[src/rtl/core/sts_pkg.sv]
// ----------------------------------------------------------------------------
// sts_pkg: shared types and constants of the SQL token scanner
// Token kinds, error causes, character codes and the result record layout.
// ----------------------------------------------------------------------------
package sts_pkg;

  localparam int OFFSET_BITS_DEF = 16;
  localparam int OQ_DEPTH = 4;
  localparam int OQ_AW = $clog2(OQ_DEPTH);

  typedef enum logic [4:0] {
    K_LPAREN = 5'd0,
    K_RPAREN = 5'd1,
    K_COMMA  = 5'd2,
    K_DOT    = 5'd3,
    K_SEMI   = 5'd4,
    K_SUB    = 5'd5,
    K_ADD    = 5'd6,
    K_MUL    = 5'd7,
    K_MOD    = 5'd8,
    K_DIV    = 5'd9,
    K_EQ     = 5'd10,
    K_NE     = 5'd11,
    K_LE     = 5'd12,
    K_LT     = 5'd13,
    K_GE     = 5'd14,
    K_GT     = 5'd15,
    K_STRING = 5'd16,
    K_IDENT  = 5'd17,
    K_INT    = 5'd18,
    K_DOUBLE = 5'd19,
    K_ERROR  = 5'd20
  } kind_t;

  typedef enum logic [1:0] {
    E_NONE       = 2'd0,
    E_UNEXPECTED = 2'd1,
    E_UNTERM     = 2'd2,
    E_RANGE      = 2'd3
  } cause_t;

  localparam logic [7:0] CH_SPACE  = 8'h20;
  localparam logic [7:0] CH_CR     = 8'h0D;
  localparam logic [7:0] CH_TAB    = 8'h09;
  localparam logic [7:0] CH_LF     = 8'h0A;
  localparam logic [7:0] CH_LPAREN = 8'h28;
  localparam logic [7:0] CH_RPAREN = 8'h29;
  localparam logic [7:0] CH_COMMA  = 8'h2C;
  localparam logic [7:0] CH_DOT    = 8'h2E;
  localparam logic [7:0] CH_SEMI   = 8'h3B;
  localparam logic [7:0] CH_STAR   = 8'h2A;
  localparam logic [7:0] CH_PCT    = 8'h25;
  localparam logic [7:0] CH_SLASH  = 8'h2F;
  localparam logic [7:0] CH_EQ     = 8'h3D;
  localparam logic [7:0] CH_MINUS  = 8'h2D;
  localparam logic [7:0] CH_PLUS   = 8'h2B;
  localparam logic [7:0] CH_LT     = 8'h3C;
  localparam logic [7:0] CH_GT     = 8'h3E;
  localparam logic [7:0] CH_DQUOTE = 8'h22;
  localparam logic [7:0] CH_SQUOTE = 8'h27;
  localparam logic [7:0] CH_0      = 8'h30;
  localparam logic [7:0] CH_9      = 8'h39;

  localparam logic [63:0] MAG_MAX   = 64'h7FFF_FFFF_FFFF_FFFF;
  localparam logic [63:0] LIM_POS   = 64'h0000_0000_7FFF_FFFF;
  localparam logic [63:0] LIM_NEG   = 64'h0000_0000_8000_0000;
  localparam logic [15:0] LINE_MAX  = 16'hFFFF;
  localparam logic [7:0]  FRAC_MAX  = 8'hFF;

  typedef struct packed {
    kind_t       kind;
    logic [15:0] start_offset;
    logic [15:0] lexeme_length;
    logic [15:0] line_number;
    logic [63:0] number_value;
    logic [7:0]  fraction_digits;
    cause_t      error_cause;
  } res_t;

  typedef struct packed {
    res_t res;
    logic last;
  } q_t;

  function automatic res_t mk_res(kind_t k, logic [15:0] s, logic [15:0] l,
                                  logic [15:0] ln, logic [63:0] v, logic [7:0] f,
                                  cause_t e);
    res_t r;
    r.kind = k;
    r.start_offset = s;
    r.lexeme_length = l;
    r.line_number = ln;
    r.number_value = v;
    r.fraction_digits = f;
    r.error_cause = e;
    return r;
  endfunction

endpackage

[src/rtl/core/sql_token_scanner.sv]
// ----------------------------------------------------------------------------
// sql_token_scanner: streaming lexer for a small SQL dialect
// Groups source characters into tokens with offsets, length, line and value.
// ----------------------------------------------------------------------------
// Usage:
//   The input channel takes one item per cycle while in_tready is high:
//   in_tuser is the command (0 = source character, 1 = end of source) and
//   in_tdata the character. End of source flushes a pending token and
//   returns the scanner to its reset state. Each item yields zero, one or
//   two tokens on the output channel; out_tlast marks the last token
//   caused by an item. Tokens are written to the output queue as the item
//   is accepted, and the scan state is updated in the same cycle as the
//   accept; both tokens of an item are written at once and read out singly.
//   Tokens wait in a four-entry output queue. The input is held off while
//   fewer than two queue entries are free, so a stalled receiver backs the
//   source up and no token is lost.
//   Reset clears the scan state to idle at offset zero, line one, and
//   empties the queue.
//   After an unexpected character, an unterminated quote or an integer out
//   of range, the scanner emits an error token and ignores characters
//   until end of source.
// ----------------------------------------------------------------------------
module sql_token_scanner #(
  parameter int OFFSET_BITS = sts_pkg::OFFSET_BITS_DEF
) (
  input  logic         clk,
  input  logic         rst_n,
  input  logic         in_tvalid,
  output logic         in_tready,
  input  logic [7:0]   in_tdata,   // ch
  input  logic         in_tuser,   // cmd
  output logic         out_tvalid,
  input  logic         out_tready,
  // start_offset, lexeme_length, line_number, number_value, fraction_digits,
  // error_cause, zero fill
  output logic [127:0] out_tdata,
  output logic [4:0]   out_tuser,  // kind
  output logic         out_tlast
);

  typedef enum logic [3:0] {
    M_IDLE, M_LT, M_GT, M_MINUS, M_PLUS, M_COMMENT, M_QUOTE, M_INT, M_FRAC, M_HALT
  } mode_t;

  mode_t                  mode_r, mode_nxt;
  logic                   qsingle_r, qsingle_nxt;
  logic [OFFSET_BITS-1:0] off_r, off_nxt;
  logic [OFFSET_BITS-1:0] tstart_r, tstart_nxt;
  logic [15:0]            line_r, line_nxt;
  logic [63:0]            acc_r, acc_nxt;
  logic                   neg_r, neg_nxt;
  logic [7:0]             frac_r, frac_nxt;
  logic                   ovf_r, ovf_nxt;

  sts_pkg::q_t            mem_r [sts_pkg::OQ_DEPTH];
  logic [sts_pkg::OQ_AW-1:0] wr_ptr_r, rd_ptr_r;
  logic [sts_pkg::OQ_AW:0]   count_r;

  logic       accept, rd;
  logic       cmd;
  logic [7:0] c;
  logic       is_dig;

  logic        dig_cont, dig_neg;
  logic [63:0] dig_base;
  logic [67:0] dig_sum;
  logic [63:0] dig_acc;
  logic        dig_ovf;

  sts_pkg::res_t res_a, res_b;
  logic          va, vb, do_idle;
  logic [1:0]    n_res;
  sts_pkg::q_t   e0, e1;

  logic [63:0] sval;
  logic [OFFSET_BITS-1:0] span_raw, span_raw1;
  logic [15:0] span_off, span_off1, ts16, off16, line_inc;

  assign cmd = in_tuser;
  assign c = in_tdata;
  assign is_dig = (c >= sts_pkg::CH_0) && (c <= sts_pkg::CH_9);
  assign accept = in_tvalid && in_tready;
  assign rd = out_tvalid && out_tready;
  assign in_tready = count_r <= (sts_pkg::OQ_AW + 1)'(sts_pkg::OQ_DEPTH - 2);

  // Multiply-by-ten accumulate of one digit, saturating the magnitude.
  assign dig_cont = (mode_r == M_INT) || (mode_r == M_FRAC);
  assign dig_neg = dig_cont ? neg_r : (mode_r == M_MINUS);
  assign dig_base = dig_cont ? acc_r : 64'd0;
  assign dig_sum = {1'b0, dig_base, 3'b000} + {3'b000, dig_base, 1'b0} + {64'd0, c[3:0]};
  assign dig_acc = (dig_sum > {4'd0, sts_pkg::MAG_MAX}) ? sts_pkg::MAG_MAX : dig_sum[63:0];
  assign dig_ovf = (dig_cont && ovf_r) ||
                   (dig_acc > (dig_neg ? sts_pkg::LIM_NEG : sts_pkg::LIM_POS));

  assign sval = neg_r ? (64'd0 - acc_r) : acc_r;
  assign span_raw = off_r - tstart_r;
  assign span_raw1 = off_r + 1'b1 - tstart_r;
  assign span_off = 16'(span_raw);
  assign span_off1 = 16'(span_raw1);
  assign ts16 = 16'(tstart_r);
  assign off16 = 16'(off_r);
  assign line_inc = (line_r != sts_pkg::LINE_MAX) ? line_r + 16'd1 : line_r;

  always_comb begin
    mode_nxt = mode_r;
    qsingle_nxt = qsingle_r;
    off_nxt = off_r;
    tstart_nxt = tstart_r;
    line_nxt = line_r;
    acc_nxt = acc_r;
    neg_nxt = neg_r;
    frac_nxt = frac_r;
    ovf_nxt = ovf_r;
    res_a = '0;
    res_b = '0;
    va = 1'b0;
    vb = 1'b0;
    do_idle = 1'b0;

    if (cmd) begin
      unique case (mode_r)
        M_LT: begin
          va = 1'b1;
          res_a = sts_pkg::mk_res(sts_pkg::K_LT, ts16, 16'd1, line_r, '0, '0, sts_pkg::E_NONE);
        end
        M_GT: begin
          va = 1'b1;
          res_a = sts_pkg::mk_res(sts_pkg::K_GT, ts16, 16'd1, line_r, '0, '0, sts_pkg::E_NONE);
        end
        M_MINUS: begin
          va = 1'b1;
          res_a = sts_pkg::mk_res(sts_pkg::K_SUB, ts16, 16'd1, line_r, '0, '0, sts_pkg::E_NONE);
        end
        M_PLUS: begin
          va = 1'b1;
          res_a = sts_pkg::mk_res(sts_pkg::K_ADD, ts16, 16'd1, line_r, '0, '0, sts_pkg::E_NONE);
        end
        M_QUOTE: begin
          va = 1'b1;
          res_a = sts_pkg::mk_res(sts_pkg::K_ERROR, ts16, span_off, line_r, '0, '0,
                                  sts_pkg::E_UNTERM);
        end
        M_INT: begin
          va = 1'b1;
          if (ovf_r) begin
            res_a = sts_pkg::mk_res(sts_pkg::K_ERROR, ts16, span_off, line_r, '0, '0,
                                    sts_pkg::E_RANGE);
          end else begin
            res_a = sts_pkg::mk_res(sts_pkg::K_INT, ts16, span_off, line_r, sval, '0,
                                    sts_pkg::E_NONE);
          end
        end
        M_FRAC: begin
          va = 1'b1;
          res_a = sts_pkg::mk_res(sts_pkg::K_DOUBLE, ts16, span_off, line_r, sval, frac_r,
                                  sts_pkg::E_NONE);
        end
        default: begin
        end
      endcase
      mode_nxt = M_IDLE;
      qsingle_nxt = 1'b0;
      off_nxt = '0;
      tstart_nxt = '0;
      line_nxt = 16'd1;
      acc_nxt = '0;
      neg_nxt = 1'b0;
      frac_nxt = '0;
      ovf_nxt = 1'b0;
    end else begin
      off_nxt = off_r + 1'b1;
      unique case (mode_r)
        M_IDLE: do_idle = 1'b1;
        M_LT: begin
          va = 1'b1;
          mode_nxt = M_IDLE;
          if (c == sts_pkg::CH_GT) begin
            res_a = sts_pkg::mk_res(sts_pkg::K_NE, ts16, 16'd2, line_r, '0, '0,
                                    sts_pkg::E_NONE);
          end else if (c == sts_pkg::CH_EQ) begin
            res_a = sts_pkg::mk_res(sts_pkg::K_LE, ts16, 16'd2, line_r, '0, '0,
                                    sts_pkg::E_NONE);
          end else begin
            res_a = sts_pkg::mk_res(sts_pkg::K_LT, ts16, 16'd1, line_r, '0, '0,
                                    sts_pkg::E_NONE);
            do_idle = 1'b1;
          end
        end
        M_GT: begin
          va = 1'b1;
          mode_nxt = M_IDLE;
          if (c == sts_pkg::CH_EQ) begin
            res_a = sts_pkg::mk_res(sts_pkg::K_GE, ts16, 16'd2, line_r, '0, '0,
                                    sts_pkg::E_NONE);
          end else begin
            res_a = sts_pkg::mk_res(sts_pkg::K_GT, ts16, 16'd1, line_r, '0, '0,
                                    sts_pkg::E_NONE);
            do_idle = 1'b1;
          end
        end
        M_MINUS: begin
          if (c == sts_pkg::CH_MINUS) begin
            mode_nxt = M_COMMENT;
          end else if (is_dig) begin
            acc_nxt = dig_acc;
            neg_nxt = 1'b1;
            frac_nxt = '0;
            ovf_nxt = dig_ovf;
            mode_nxt = M_INT;
          end else begin
            va = 1'b1;
            res_a = sts_pkg::mk_res(sts_pkg::K_SUB, ts16, 16'd1, line_r, '0, '0,
                                    sts_pkg::E_NONE);
            mode_nxt = M_IDLE;
            do_idle = 1'b1;
          end
        end
        M_PLUS: begin
          if (is_dig) begin
            acc_nxt = dig_acc;
            neg_nxt = 1'b0;
            frac_nxt = '0;
            ovf_nxt = dig_ovf;
            mode_nxt = M_INT;
          end else begin
            va = 1'b1;
            res_a = sts_pkg::mk_res(sts_pkg::K_ADD, ts16, 16'd1, line_r, '0, '0,
                                    sts_pkg::E_NONE);
            mode_nxt = M_IDLE;
            do_idle = 1'b1;
          end
        end
        M_COMMENT: begin
          if (c == sts_pkg::CH_LF) begin
            line_nxt = line_inc;
            mode_nxt = M_IDLE;
          end
        end
        M_QUOTE: begin
          if (c == sts_pkg::CH_LF) begin
            line_nxt = line_inc;
          end else if ((c == sts_pkg::CH_DQUOTE) || (c == sts_pkg::CH_SQUOTE)) begin
            va = 1'b1;
            res_a = sts_pkg::mk_res(qsingle_r ? sts_pkg::K_STRING : sts_pkg::K_IDENT, ts16,
                                    span_off1, line_r, '0, '0, sts_pkg::E_NONE);
            mode_nxt = M_IDLE;
          end
        end
        M_INT: begin
          if (is_dig) begin
            acc_nxt = dig_acc;
            ovf_nxt = dig_ovf;
          end else if (c == sts_pkg::CH_DOT) begin
            mode_nxt = M_FRAC;
          end else begin
            va = 1'b1;
            if (ovf_r) begin
              res_a = sts_pkg::mk_res(sts_pkg::K_ERROR, ts16, span_off, line_r, '0, '0,
                                      sts_pkg::E_RANGE);
              mode_nxt = M_HALT;
            end else begin
              res_a = sts_pkg::mk_res(sts_pkg::K_INT, ts16, span_off, line_r, sval, '0,
                                      sts_pkg::E_NONE);
              mode_nxt = M_IDLE;
              do_idle = 1'b1;
            end
          end
        end
        M_FRAC: begin
          if (is_dig) begin
            acc_nxt = dig_acc;
            ovf_nxt = dig_ovf;
            if (frac_r != sts_pkg::FRAC_MAX) begin
              frac_nxt = frac_r + 8'd1;
            end
          end else begin
            va = 1'b1;
            res_a = sts_pkg::mk_res(sts_pkg::K_DOUBLE, ts16, span_off, line_r, sval, frac_r,
                                    sts_pkg::E_NONE);
            mode_nxt = M_IDLE;
            do_idle = 1'b1;
          end
        end
        default: mode_nxt = M_HALT;
      endcase

      if (do_idle) begin
        tstart_nxt = off_r;
        unique case (c)
          sts_pkg::CH_SPACE, sts_pkg::CH_CR, sts_pkg::CH_TAB: begin
          end
          sts_pkg::CH_LF: line_nxt = line_inc;
          sts_pkg::CH_LPAREN: begin
            vb = 1'b1;
            res_b = sts_pkg::mk_res(sts_pkg::K_LPAREN, off16, 16'd1, line_r, '0, '0,
                                    sts_pkg::E_NONE);
          end
          sts_pkg::CH_RPAREN: begin
            vb = 1'b1;
            res_b = sts_pkg::mk_res(sts_pkg::K_RPAREN, off16, 16'd1, line_r, '0, '0,
                                    sts_pkg::E_NONE);
          end
          sts_pkg::CH_COMMA: begin
            vb = 1'b1;
            res_b = sts_pkg::mk_res(sts_pkg::K_COMMA, off16, 16'd1, line_r, '0, '0,
                                    sts_pkg::E_NONE);
          end
          sts_pkg::CH_DOT: begin
            vb = 1'b1;
            res_b = sts_pkg::mk_res(sts_pkg::K_DOT, off16, 16'd1, line_r, '0, '0,
                                    sts_pkg::E_NONE);
          end
          sts_pkg::CH_SEMI: begin
            vb = 1'b1;
            res_b = sts_pkg::mk_res(sts_pkg::K_SEMI, off16, 16'd1, line_r, '0, '0,
                                    sts_pkg::E_NONE);
          end
          sts_pkg::CH_STAR: begin
            vb = 1'b1;
            res_b = sts_pkg::mk_res(sts_pkg::K_MUL, off16, 16'd1, line_r, '0, '0,
                                    sts_pkg::E_NONE);
          end
          sts_pkg::CH_PCT: begin
            vb = 1'b1;
            res_b = sts_pkg::mk_res(sts_pkg::K_MOD, off16, 16'd1, line_r, '0, '0,
                                    sts_pkg::E_NONE);
          end
          sts_pkg::CH_SLASH: begin
            vb = 1'b1;
            res_b = sts_pkg::mk_res(sts_pkg::K_DIV, off16, 16'd1, line_r, '0, '0,
                                    sts_pkg::E_NONE);
          end
          sts_pkg::CH_EQ: begin
            vb = 1'b1;
            res_b = sts_pkg::mk_res(sts_pkg::K_EQ, off16, 16'd1, line_r, '0, '0,
                                    sts_pkg::E_NONE);
          end
          sts_pkg::CH_MINUS: mode_nxt = M_MINUS;
          sts_pkg::CH_PLUS: mode_nxt = M_PLUS;
          sts_pkg::CH_LT: mode_nxt = M_LT;
          sts_pkg::CH_GT: mode_nxt = M_GT;
          sts_pkg::CH_DQUOTE: begin
            qsingle_nxt = 1'b0;
            mode_nxt = M_QUOTE;
          end
          sts_pkg::CH_SQUOTE: begin
            qsingle_nxt = 1'b1;
            mode_nxt = M_QUOTE;
          end
          default: begin
            if (is_dig) begin
              acc_nxt = dig_acc;
              neg_nxt = 1'b0;
              frac_nxt = '0;
              ovf_nxt = dig_ovf;
              mode_nxt = M_INT;
            end else begin
              vb = 1'b1;
              res_b = sts_pkg::mk_res(sts_pkg::K_ERROR, off16, 16'd1, line_r, '0, '0,
                                      sts_pkg::E_UNEXPECTED);
              mode_nxt = M_HALT;
            end
          end
        endcase
      end
    end
  end

  assign n_res = {1'b0, va} + {1'b0, vb};
  assign e0 = {(va ? res_a : res_b), (n_res == 2'd1)};
  assign e1 = {res_b, 1'b1};

  always_ff @(posedge clk) begin
    if (!rst_n) begin
      mode_r <= M_IDLE;
      qsingle_r <= 1'b0;
      off_r <= '0;
      tstart_r <= '0;
      line_r <= 16'd1;
      acc_r <= '0;
      neg_r <= 1'b0;
      frac_r <= '0;
      ovf_r <= 1'b0;
      wr_ptr_r <= '0;
      rd_ptr_r <= '0;
      count_r <= '0;
    end else begin
      if (accept) begin
        mode_r <= mode_nxt;
        qsingle_r <= qsingle_nxt;
        off_r <= off_nxt;
        tstart_r <= tstart_nxt;
        line_r <= line_nxt;
        acc_r <= acc_nxt;
        neg_r <= neg_nxt;
        frac_r <= frac_nxt;
        ovf_r <= ovf_nxt;
        wr_ptr_r <= wr_ptr_r + sts_pkg::OQ_AW'(n_res);
      end
      if (rd) begin
        rd_ptr_r <= rd_ptr_r + 1'b1;
      end
      count_r <= count_r + (accept ? (sts_pkg::OQ_AW + 1)'(n_res) : '0)
                 - (sts_pkg::OQ_AW + 1)'(rd);
    end
  end

  always_ff @(posedge clk) begin
    if (accept && (n_res != 2'd0)) begin
      mem_r[wr_ptr_r] <= e0;
    end
    if (accept && (n_res == 2'd2)) begin
      mem_r[sts_pkg::OQ_AW'(wr_ptr_r + 1'b1)] <= e1;
    end
  end

  assign out_tvalid = (count_r != '0);
  assign out_tuser = mem_r[rd_ptr_r].res.kind;
  assign out_tlast = mem_r[rd_ptr_r].last;
  assign out_tdata = {6'd0,
                      mem_r[rd_ptr_r].res.error_cause,
                      mem_r[rd_ptr_r].res.fraction_digits,
                      mem_r[rd_ptr_r].res.number_value,
                      mem_r[rd_ptr_r].res.line_number,
                      mem_r[rd_ptr_r].res.lexeme_length,
                      mem_r[rd_ptr_r].res.start_offset};

endmodule
[config.mk]
export PLATFORM = sky130hd
export DESIGN_NAME = sql_token_scanner
export DESIGN_NICKNAME = d
export VERILOG_FILES = /design/src/rtl/core/sts_pkg.sv /design/src/rtl/core/sql_token_scanner.sv
export SDC_FILE = /design/constraint.sdc
export NUM_CORES = 2
export LEC_CHECK = 0
export BUFFER_PORTS_ARGS = -buffer_cell sky130_fd_sc_hd__buf_2
export CORE_MARGIN = 10
export CORE_UTILIZATION = 55
export DETAILED_ROUTE_END_ITERATION = 16
export PLACE_DENSITY = 0.72
export SLEW_MARGIN = 20
export SYNTH_ARGS = -nofsm -noshare
export SYNTH_HDL_FRONTEND = slang
export SYNTH_SLANG_ARGS = --single-unit
[constraint.sdc]
create_clock -name clk -period 10.45 [get_ports clk]
set_input_delay 0.5225 -clock clk [delete_from_list [all_inputs] [get_ports clk]]
set_output_delay 0.5225 -clock clk [all_outputs]
set_load 0.005 [all_outputs]
==> metrics.yaml <==
initial_core_util_pct: 55.8
r2r_cells: 32
via_count: 29600
grtUsageTotal_pct: 26.2
fmax_ghz: 0.106
cts_num_sinks: 648
drv_slew: 0
fp.dieArea_um2: 76200
drc: 0
hpwl_mm: 69.7
synth_largest_area_cell: "dfxtp_1"
regToRegSetupSlack_ps: 1030
max_slew_margin_pct: 22.8
rsz0062_at_grt: "no"
grt_first_pass_wirelength_mm: 163
dr.pass1.iters: 6
synth_ff_type: "dfxtp_1"
placed_cells: 4436
cp-end-kind: "flop"
cts_resized: 0
cts_buffers: 70
fin_nets: 3870
holdCritStartpoint: "in_tdata[5]"
syn_area_per_cell_um2: 9.82
hold_path.class: "input port to flop"
post_cts_buffers: 0
grt_pass1_vias: 28200
yosys_register_bits: 648
die_x_um: 276
power_density_nw_per_um2: 161
yosysWarningCount: 0
finalHoldViolations: 0
cts_tree: "built"
max_stage_delay_ps: 900
max-clock-path-buffers: 3
insertion_delay_ps: 610
cp-start-kind: "flop"
stdcell_count: 4565
numPortBuffers: 142
fp.dieH_um: 276
fillers: 5392
areaGrowthSynthToFinish_pct: 9.62
leakagePower_nw: 15.4
cp_slowest_cell: "a2111oi_0"
wl_per_cell_um: 22.8
place.gp.congestion: 0.955
holdBufCountCts: 0
mostFrequentLayoutCells: "489 x dfxtp_1, 314 x nand2_1, 294 x o21ai_0, 267 x a22o_1, 200 x ha_1"
routed_wl_mm: 104
hold_depth: 5
root_buffer: "clkbuf_16"
htreeDepth: 3
drv_cap: 0
antenna_found_initial: 8
ir_drop_uv: 102
grt-ovfl-total: 0
drive_above_1_share_pct: 13.5
rows: 93
path_clk_slew_ps: 70
via_per_inst: 6.49
dpl-instance-area_um2: 37200
path_class: "flop to flop"
final.period_utilization_pct: 90.1
tns_ps: 0
cp_max_fo: 67
finClkSkew_ps: 20.0
syn_inst: 3674
io_pins: 149
cp_data_required_time_ps: 10950
antenna_left: 0
synth_area_leaders: "dfxtp_1 27%, edfxtp_1 13%, mux4_2 8.0%"
synth_seq_area_share_pct: 40.3
synthArstFlopShare_pct: 0
arrival_ps: 9920
fin_crit_ps: 9420
crit_start: "mode_r[2]"
synth_edf_count: 156
status: "finished clean"
design_area_um2: 39500
worstReg2RegStart: "mode_r[2]"
yosysUniqueCellTypes: 88
grt_max_degree: 103
final_common_cell: "dfxtp_1"
tightestPinTransition_ps: 1160
dr.first_iter.drc_count: 3154
rr_endpoint: "ovf_r"
synth_area_um2: 36100
synth_top_area_share_pct: 27.3
setup_violations: 0
hold_end: "qsingle_r"
core_area_um2: 64700
## cells in the mapped netlist (15+ instances only)
library cell,instances
xor2_1,99
a32o_1,65
and3_1,34
o21ai_0,294
or3_1,27
nand4_1,39
mux4_2,128
ha_1,200
clkbuf_1,247
o31ai_1,28
inv_1,56
a31oi_1,63
nor3_1,40
nor2_1,188
o22ai_1,32
nor4_1,17
o21bai_1,17
nand3_1,64
a21oi_1,148
a211oi_1,15
nand2_1,315
buf_1,26
nand2b_1,25
and2_1,126
xnor2_1,71
a21o_1,38
edfxtp_1,156
a22o_1,267
dfxtp_1,492
nor2b_1,97
a22oi_1,46
## cell families after synthesis
| kind of cell | share of synthesized area (%) |
|---|---|
| buf+inv | 3.69 |
| fa+ha+maj | 7.16 |
| simple gates | 14.3 |
| other cells | 0.0104 |
| xor+xnor | 4.13 |
| compound gates | 22.0 |
| flops | 40.3 |
| mux | 8.33 |
## stage by stage
step	utilization (%)	total power [mW]	hold slack, ps	setup WS, ps
floorplan	-	3.52	420	2400
global placement	57.6	3.91	428	1480
detailed placement	57.6	3.92	437	1280
CTS	61.1	6.37	384	1220
global route	61.1	6.57	423	138
finish	61.1	6.35	397	1030
## state kept, by name, indices dropped and copies added, names as in the netlist, 2 cells and up, named ones only
name and count:
line_r 16, count_r 3, frac_r 8, rd_ptr_r 2, acc_r 64, off16 16, mode_r 4, ts16 16
wr_ptr_r 2, mem_r 512
## final cells by class
cell class	instances	area, um^2	area share (%)
inverters	57	214	0.541
repair buffers	188	1080	2.73
clock buffers	88	1930	4.88
well taps	855	1070	2.71
flip-flops and latches	648	14500	36.8
clock inverters	39	358	0.905
multi-input cells	2688	20300	51.4
diodes	2	5.00	0.0127
## critical path: cells and delay by family (launching register included)
| kind | cells | cell delay, ps |
|---|---|---|
| AO/OA/AOI/OAI | 14 | 3770 |
| flip-flops | 1 | 520 |
| AND/OR/NAND/NOR | 13 | 3260 |
| buffers and inverters | 2 | 720 |
| adder cells (fa/ha/maj) | 3 | 960 |
## worst max-delay path by stage
stage / end / slack [ps] / cells after the start
final: ovf_r / 1030 / 32
after global routing: ovf_r / 140 / 32
after CTS: ovf_r / 1220 / 32
after detailed placement: ovf_r / 1280 / 32
after global placement: ovf_r / 1480 / 32
after floorplan: ovf_r / 2400 / 35
## power breakdown
part           leakage (nW)  total (mW)  switching, mW  internal [mW]
clock network          1.13        2.48           1.06           1.42
logic                  9.00        1.14          0.729          0.416
registers              5.30        2.72         0.0820           2.64
## per-layer routing
layer / vias to the layer above / share of wire, % / global-route usage (%)
met4: 10 / 2.5 / 7.28
met5: - / 0.18 / 1.22
met3: 170 / 11 / 7.47
met1: 14400 / 44 / 37.3
li1: 13800 / - / -
met2: 1252 / 42 / 37.9
No activity file was read; power rests on OpenSTA's default activity.
